## src/rtl/sorted_table_binary_search_defines.svh

```systemverilog
// assertion macros shared by the search block rtl
// no dependencies, included by the files that carry assertions
`ifndef SORTED_TABLE_BINARY_SEARCH_DEFINES_SVH
`define SORTED_TABLE_BINARY_SEARCH_DEFINES_SVH

// same-cycle implication under the async active-low reset
`define STBS_ASSERT_SAME(lbl, clk, rst_n, ante, cons) \
    lbl: assert property (@(posedge clk) disable iff (!rst_n) (ante) |-> (cons)) \
        else $error("%m: check failed");

// next-cycle implication under the async active-low reset
`define STBS_ASSERT_NEXT(lbl, clk, rst_n, ante, cons) \
    lbl: assert property (@(posedge clk) disable iff (!rst_n) (ante) |=> (cons)) \
        else $error("%m: check failed");

`endif

```

## src/rtl/stbs_pkg.sv

```systemverilog
// shared types and constants of the sorted table search block
// no dependencies
`timescale 1ns / 1ps
`default_nettype none

package stbs_pkg;

    // fixed field widths
    localparam int POS_W   = 11;
    localparam int BOUND_W = 12;
    localparam int ADDR_W  = 10;
    localparam int FIELD_W = 32;

    // action codes
    localparam logic ACT_WRITE  = 1'b0;
    localparam logic ACT_SEARCH = 1'b1;

    // table port strobes from the sequencer
    typedef struct packed {
        logic wr_en;
        logic rd_en;
    } tbl_ctrl_t;

endpackage

`default_nettype wire

```

## src/rtl/stbs_ctrl.sv

```systemverilog
// probe sequencer: bounds, midpoint, shared comparator, result registers
// uses stbs_pkg and the assertion macros header
`timescale 1ns / 1ps
`default_nettype none
`include "sorted_table_binary_search_defines.svh"

module stbs_ctrl #(
    parameter int TABLE_DEPTH = 1024,
    parameter int VALUE_WIDTH = 32,
    localparam int AW = (TABLE_DEPTH > 1) ? $clog2(TABLE_DEPTH) : 1
) (
    input  wire logic                                  clk,
    input  wire logic                                  rst_n,
    input  wire logic                                  start,
    input  wire logic                                  action,
    input  wire logic [stbs_pkg::ADDR_W-1:0]           entry_addr,
    input  wire logic [stbs_pkg::ADDR_W-1:0]           range_lo,
    input  wire logic [stbs_pkg::POS_W-1:0]            range_hi,
    input  wire logic signed [stbs_pkg::FIELD_W-1:0]   key,
    input  wire logic signed [VALUE_WIDTH-1:0]         rd_data,
    output stbs_pkg::tbl_ctrl_t                        tbl_ctrl,
    output logic [AW-1:0]                              rd_addr,
    output logic                                       busy,
    output logic                                       done,
    output logic                                       found,
    output logic signed [stbs_pkg::POS_W-1:0]          position
);
    import stbs_pkg::*;

    typedef enum logic [1:0] {
        S_IDLE,
        S_PROBE,
        S_CMP
    } state_t;

    state_t                    state_reg, state_next;
    logic signed [BOUND_W-1:0] p_reg, p_next;
    logic signed [BOUND_W-1:0] q_reg, q_next;
    logic [BOUND_W-1:0]        mid_reg, mid_next;
    logic signed [VALUE_WIDTH-1:0] key_reg, key_next;
    logic                      done_reg, done_next;
    logic                      found_reg, found_next;
    logic signed [POS_W-1:0]   pos_reg, pos_next;

    logic                      accept;
    logic [POS_W-1:0]          hi_sat;
    logic [BOUND_W:0]          mid_sum;
    logic [BOUND_W-1:0]        mid;

    assign accept  = start && (state_reg == S_IDLE);
    assign hi_sat  = (int'(range_hi) > TABLE_DEPTH) ? POS_W'(TABLE_DEPTH) : range_hi;
    // both bounds are non-negative whenever a probe is issued
    assign mid_sum = (BOUND_W+1)'($unsigned(p_reg)) + (BOUND_W+1)'($unsigned(q_reg));
    assign mid     = mid_sum[BOUND_W:1];
    assign rd_addr = AW'(mid);

    always_comb
    begin
        tbl_ctrl.wr_en = accept && (action == ACT_WRITE) && (int'(entry_addr) < TABLE_DEPTH);
        tbl_ctrl.rd_en = (state_reg == S_PROBE) && (p_reg <= q_reg);
    end

    always_comb
    begin
        state_next = state_reg;
        p_next     = p_reg;
        q_next     = q_reg;
        mid_next   = mid_reg;
        key_next   = key_reg;
        done_next  = 1'b0;
        found_next = found_reg;
        pos_next   = pos_reg;
        unique case (state_reg)
            S_IDLE:
            begin
                if (accept && (action == ACT_SEARCH))
                begin
                    p_next     = signed'({2'b00, range_lo});
                    q_next     = signed'({1'b0, hi_sat}) - BOUND_W'(1);
                    key_next   = VALUE_WIDTH'(key);
                    state_next = S_PROBE;
                end
            end
            S_PROBE:
            begin
                if (p_reg <= q_reg)
                begin
                    mid_next   = mid;
                    state_next = S_CMP;
                end
                else
                begin
                    // range exhausted: q is the greatest index below key
                    done_next  = 1'b1;
                    found_next = 1'b0;
                    pos_next   = q_reg[POS_W-1:0];
                    state_next = S_IDLE;
                end
            end
            S_CMP:
            begin
                priority if (rd_data < key_reg)
                begin
                    p_next     = signed'(mid_reg + BOUND_W'(1));
                    state_next = S_PROBE;
                end
                else if (rd_data > key_reg)
                begin
                    q_next     = signed'(mid_reg - BOUND_W'(1));
                    state_next = S_PROBE;
                end
                else
                begin
                    done_next  = 1'b1;
                    found_next = 1'b1;
                    pos_next   = signed'(mid_reg[POS_W-1:0]);
                    state_next = S_IDLE;
                end
            end
            default:
            begin
                state_next = S_IDLE;
            end
        endcase
    end

    always_ff @(posedge clk or negedge rst_n)
    begin
        if (!rst_n)
        begin
            state_reg <= S_IDLE;
            p_reg     <= '0;
            q_reg     <= '0;
            done_reg  <= 1'b0;
            found_reg <= 1'b0;
            pos_reg   <= '0;
        end
        else
        begin
            state_reg <= state_next;
            p_reg     <= p_next;
            q_reg     <= q_next;
            done_reg  <= done_next;
            found_reg <= found_next;
            pos_reg   <= pos_next;
        end
    end

    always_ff @(posedge clk)
    begin
        mid_reg <= mid_next;
        key_reg <= key_next;
    end

    assign busy     = (state_reg != S_IDLE);
    assign done     = done_reg;
    assign found    = found_reg;
    assign position = pos_reg;

    `STBS_ASSERT_SAME(a_done_when_idle, clk, rst_n, done_reg, state_reg == S_IDLE)
    `STBS_ASSERT_NEXT(a_search_goes_busy, clk, rst_n, accept && (action == ACT_SEARCH), busy)
    `STBS_ASSERT_SAME(a_cmp_after_probe, clk, rst_n, state_reg == S_CMP,
                      $past(state_reg) == S_PROBE)
    `STBS_ASSERT_SAME(a_hit_from_cmp, clk, rst_n, done_reg && found_reg,
                      $past(state_reg) == S_CMP)
    `STBS_ASSERT_SAME(a_no_write_when_busy, clk, rst_n, busy, !tbl_ctrl.wr_en)

endmodule

`default_nettype wire
```

## config.mk

```make
export PLATFORM = sky130hd
export DESIGN_NAME = stbs_ctrl
export DESIGN_NICKNAME = d
export VERILOG_FILES = /design/src/rtl/stbs_pkg.sv /design/src/rtl/stbs_ctrl.sv
export VERILOG_INCLUDE_DIRS = /design/src /design/src/rtl
export SDC_FILE = /design/constraint.sdc
export NUM_CORES = 1
export LEC_CHECK = 0
export BUFFER_PORTS_ARGS = -buffer_cell sky130_fd_sc_hd__buf_2
export CAP_MARGIN = 15
export CORE_MARGIN = 8
export CORE_UTILIZATION = 40
export DETAILED_ROUTE_END_ITERATION = 12
export PLACE_DENSITY = 0.67
export SYNTH_ARGS = -nofsm -noshare
export SYNTH_HDL_FRONTEND = slang
export SYNTH_SLANG_ARGS = --single-unit
```

## constraint.sdc

```tcl
create_clock -name clk -period 4.35 [get_ports clk]
set_input_delay 0.6525 -clock clk [delete_from_list [all_inputs] [get_ports clk]]
set_output_delay 0.6525 -clock clk [all_outputs]
set_load 0.02 [all_outputs]
```

* After elaboration in Yosys (flattened, before gate mapping)
Index checks and enable logic that the tools add are counted. W data, S select, Z words.
Cells by class: add/sub/neg operators 4, magnitude comparators 4, equality and inequality tests 8, mux-type cells 25, bitwise logic cells 1, reduce and logical (&&, ||, !) cells 13
Operators with widths (count):
- $mux W12 | 5
- $pmux W12 S2 | 2
- $mux W11 | 4
- $gt A32 B32 Y1 | 1
- $lt A32 B32 Y1 | 1
- $pmux W11 S2 | 1
- $add A12 B12 Y13 | 1
- $add A12 B1 Y12 const B | 1
- $le A12 B12 Y1 | 1
- $sub A11 B1 Y12 const B | 1
- $sub A12 B1 Y12 const B | 1
- $gt A11 B11 Y1 const B | 1
- $ne A2 B2 Y1 const B | 5
- $mux W1 | 8
- $reduce_and A4 Y1 | 2
- $pmux W2 S3 | 1
- $reduce_bool A2 Y1 | 3
- $logic_and A1 B1 Y1 | 4
- $mux W2 | 2
- $pmux W1 S2 | 2
- $reduce_and A2 Y1 | 2
- $reduce_and A3 Y1 | 1
- $eq A2 B1 Y1 const B | 1
- $eq A2 B2 Y1 const B | 1
- 3 further kinds | 3
Word-level totals: register bits 83, input port bits 99, output and inout port bits 26, logic and storage cells 63

* Depth between registers and ports, before layout
depth after elaboration 5, depth in mapped cells 14

* Worst setup path after synthesis
No wires, ideal clock.
path kind input -> register, start point input port rd_data[31], end point register pos_reg[10] (netlist: position[10]), setup time 0.127 ns, data arrival time 3.151 ns, required time 4.223 ns, setup slack 1.072 ns, stages on the path 9, buffers on the path 1, cell sequence ha_1 -> nand4_1 -> or4_4 -> nor4_4 -> nand2_1 -> a31o_1 -> a211oi_2 -> buf_6 -> mux2_1
Between the ends: longest elaborated chain between the ends 3, elaborated cells on any way between the ends 5
RTL lines:
- start: declaration | line stbs_ctrl.sv:20 | input wire logic signed [VALUE_WIDTH-1:0] rd_data,
- $gt A32 B32 Y1 or $lt A32 B32 Y1 (tied branches) | line stbs_ctrl.sv:107, stbs_ctrl.sv:102
- $ne A2 B2 Y1 (no line)
- $reduce_and A4 Y1 (no line) *
- end signal: assignment | line stbs_ctrl.sv:145 | pos_reg <= pos_next;
- end: declaration | line stbs_ctrl.sv:43 | logic signed [POS_W-1:0] pos_reg, pos_next;
Every way passes the cells marked *; elsewhere a longest branch is shown, timed or not. A chain may end at the register's enable or synchronous reset.

* Worst setup path after layout
start point register q_reg[1], end point output port rd_addr[8]
Between the ends: longest elaborated chain between the ends 1
RTL lines:
- start: declaration | line stbs_ctrl.sv:38 | logic signed [BOUND_W-1:0] q_reg, q_next;
- start signal: assignment | line stbs_ctrl.sv:142 | q_reg <= q_next;
- $add A12 B12 Y13 | line stbs_ctrl.sv:53 | assign mid_sum = (BOUND_W+1)'($unsigned(p_reg)) + (BOUND_W+1)'($unsigned(q_reg));
- end: declaration | line stbs_ctrl.sv:22 | output logic [AW-1:0] rd_addr,
No other way between the ends.

==> impl_summary.md <==
Outcome
The flow ran to the end, and the final reports show no timing, DRC or antenna violations.

Detailed routing
In the routed layout, each cell is associated on average with a via count of 5.097. The number of remaining DRC errors is 0. The first routing iteration left 315 violations.

The via count of the routed design is 4164. The number of nets still failing antenna checks after routing is 0. Wires add up to 13620 um. Before antenna repair, the detailed router went through 4 iterations. Dividing the detail-routed wire length by the instance count gives 16.67 um.

Worst setup path
For flop-to-flop paths, the worst setup slack is 900 ps. The startpoint identified for the worst register-to-register timing path is key_reg[31]. At the worst endpoint, the arrival time is 3030 ps. The sort of element at the start of the critical path is a flip-flop. The most repeated library cell on the critical path is inv_1. The largest single stage delay on the critical path is 450 ps.

Traced cell by cell, the critical path runs through inv_1 > ha_1 > inv_1 > a21oi_1 > o21bai_1 > a21o_1 > a221o_1 > a221oi_1 > nand2b_1 > xnor2_1 > buf_2. The kind of critical path is reg -> out. In this run the critical register-to-register path is captured at position[8]. Counting both buffers and inverters, the worst setup path holds a total of 3. In this run the worst path has a maximum fanout of 4. The cell family contributing the most delay on the critical path is compound AO/OA/AOI/OAI gates. The worst setup path is captured at a primary output. The largest individual stage delay along the critical path comes from the cell a221oi_1. The worst register-to-register path has a depth of 11. The required time at the endpoint of the critical path is 3700 ps.

Synthesis
After synthesis, the share of cell area in mux cells is 6.033%. The number of unique standard cell types used by synthesis is 54. By area the synthesized netlist is led by edfxtp_1 (24%), dfrtp_1 (18%), ha_1 (14%), inv_1 (4.4%), mux2i_1 (3.3%). The share of the Yosys chip area taken by registers is 42.44%.

After synthesis, the largest area contributor takes up 24.41% of total cell area. Summed over all instances, the cell type with the most area after synthesis is edfxtp_1. The compound-gate portion of the synthesized area is 13.96%. The post-synthesis net count is 686. The share of flip-flops with an asynchronous set or reset is 46.99%.

For this run, the leading register cell type out of synthesis is edfxtp_1. The fraction of the mapped netlist area in simple logic gates is 10.49%. The xor and xnor fraction of the mapped netlist area is 5.363%. Summing the areas of all fa, ha and maj instances in the mapped netlist gives 14.70% of the synthesized area. The cell count after synthesis is 524. The synthesized area divided by synthesized cell count is 10.33 um2. The synthesized design contains 44 enable-type register cells. The post-synthesis register bit count is 83.

During synthesis, Yosys emitted a total of 0 warnings. The synthesized netlist occupies a cell area of 0.005413 mm2. The dominant combinational cell family by area after synthesis is adder cells.

STA
The clock skew after layout is 7.919 ps. The smallest hold slack is 447.0 ps. The slack of the critical path is 672.4 ps. The number of max-slew violations in the final report was 0. For the pin with the worst max-slew slack, the measured transition is 916.6 ps. The headroom to the max-slew limit is 38.89%. Setup repair after global routing left no endpoint under its margin. For this run, the top clock speed supported by timing is 271.9 MHz. The final hold violation count is 0.

The part of the cycle the worst path needs is 84.54%. Setup total negative slack on the finished layout was measured at 0 ps. The count of final setup violators is 0. The routed design could run at a clock period as short as 3678 ps.

Power
The power density over the cells is 749.7 mW/mm2. The leakage dissipation is 3.047 nW. VDD sags by at most 0.0002858 V. Total power for the finished layout comes to 4.840 mW.

Global routing
The initial antenna violation count is 0. Entering global routing, the biggest net connects 40 pins. The number of global-route vias before repair came to 4514. The first global-routing pass estimated 22230 um of wire. Global routing consumed, over all layers together, 15.76% of the routing resources. After global routing the overflow that remains totals 0.

Final layout
0 antenna diodes ended up in the layout. The combined area of the multi-input logic cells is 0.002736 mm2. The area growth from synthesis to layout is 19.28%. The final-stage net count is 798. The share of layout cells above drive strength 1 is 23.24%. The most frequent standard cell in the layout excluding fill and tap cells is buf_2.

The number of flip-flops under the largest register name is 32. The sequential cells in the finished layout cover a total of 0.002297 mm2. In the layout the commonest cells are buf_2 (114), inv_1 (64), ha_1 (62). The final-layout fill cell count is 1246.

Place
The last weighted congestion value of the routability-driven placer is 0.9048. The worst setup slack before clock tree synthesis is 516.7 ps. The detailed placement HPWL is 10750 um. The count of input and output buffers is 114.

CTS
The later pin in the worst-skew pair is clocked with a latency of 350 ps. The maximum level of the CTS H-tree is 3. The number of hold buffers added after cts is 0. The number of setup buffers added after CTS is 0. The tree built by TritonCTS fans out to 83 sinks. The number of buffers created by CTS is 9.

No sink is reached through more buffers than the 2 on the longest clock path. The number of gates given a new drive strength after cts is 0. The tree is rooted in a clkbuf_16. After clock tree synthesis, the clock-pin slew on the worst setup and hold paths is 70 ps. TritonCTS built the clock tree.

Run
Max-cap violations in this run came to 0.

Die
The placeable core region is 0.01324 mm2. For this configuration, the core starts out at a cell density of 40.87%. The floorplan has 42 rows. The floorplan step defined a die boundary enclosing 0.01751 mm2. Measured along the x axis, the die boundary spans 132.3 um. Pin placement for this block handled 125 I/O pins. The die height is 132.3 um.

Min path
The type of the tightest min-delay check is in -> async.
report_power, final:
group / total, mW / switching, mW / internal (mW)
logic: 2.57 / 1.58 / 0.994
registers: 1.42 / 0.226 / 1.19
clock network: 0.850 / 0.336 / 0.514
synthesized netlist by cell type (5+ instances only):
cell type,count
clkbuf_1,7
a21oi_1,32
o21ai_0,22
dfrtp_1,39
ha_1,62
mux2i_1,18
o22ai_1,9
a31oi_1,5
xnor2_1,19
nand3_1,15
edfxtp_1,44
mux2_1,9
a21boi_0,5
nand2b_1,5
a21o_1,6
nand4_1,11
inv_1,64
and3_1,7
nor3_1,5
xor2_1,11
nor2_1,22
o211ai_1,5
buf_4,10
nand2_1,40
o21bai_1,7
metrics by stage:
| stage | instance area (um2) | cells | utilization [%] |
|---|---|---|---|
| after floorplan | 5413 | 524 | - |
| after global placement | 6125 | 801 | 46.25 |
| after detailed placement | 6125 | 801 | 46.25 |
| after CTS | 6456 | 817 | 48.75 |
| after global routing | 6456 | 817 | 48.75 |
| final | 6456 | 817 | 48.75 |
routing by layer:
metal	track usage [%]	vias up	part of all wire, %
li1	-	2076	-
met1	18.74	1985	44
met2	26.80	87	50
met3	3.620	16	4.9
met4	6.498	0	1.8
met5	0	-	0
logic make-up (layout without fill, tap and decap cells):
group,Yosys count,in the layout
DFF,83,83
and+or+nand+nor,115,115
buffers and inverters,85,202
xor gates and xnor gates,31,31
muxes,31,31
adders and majority gates,63,63
AOI/OAI and AO/OA,116,116
how the worst max path moves through the flow:
stage | startpoint | endpoint | slack [ps] | cells after the start
after CTS | q_reg[1] | rd_addr[8] | 690 | 11
final | q_reg[1] | rd_addr[8] | 670 | 11
after global routing | q_reg[1] | rd_addr[8] | 470 | 11
after floorplan | rd_data[31] | position[10] | 1070 | 9
after global placement | rd_data[31] | position[7] | 580 | 10
after detailed placement | rd_data[31] | position[8] | 520 | 11
final cells by class:
cell class	count	area share, %
tap	176	3.411
multi-input combinational	356	42.38
inverter	64	3.721
timing repair buffer	122	9.767
sequential	83	35.58
clock inverter	7	1.647
clock buffer	9	3.488
Note: power is estimated with default switching activity, not from simulation.
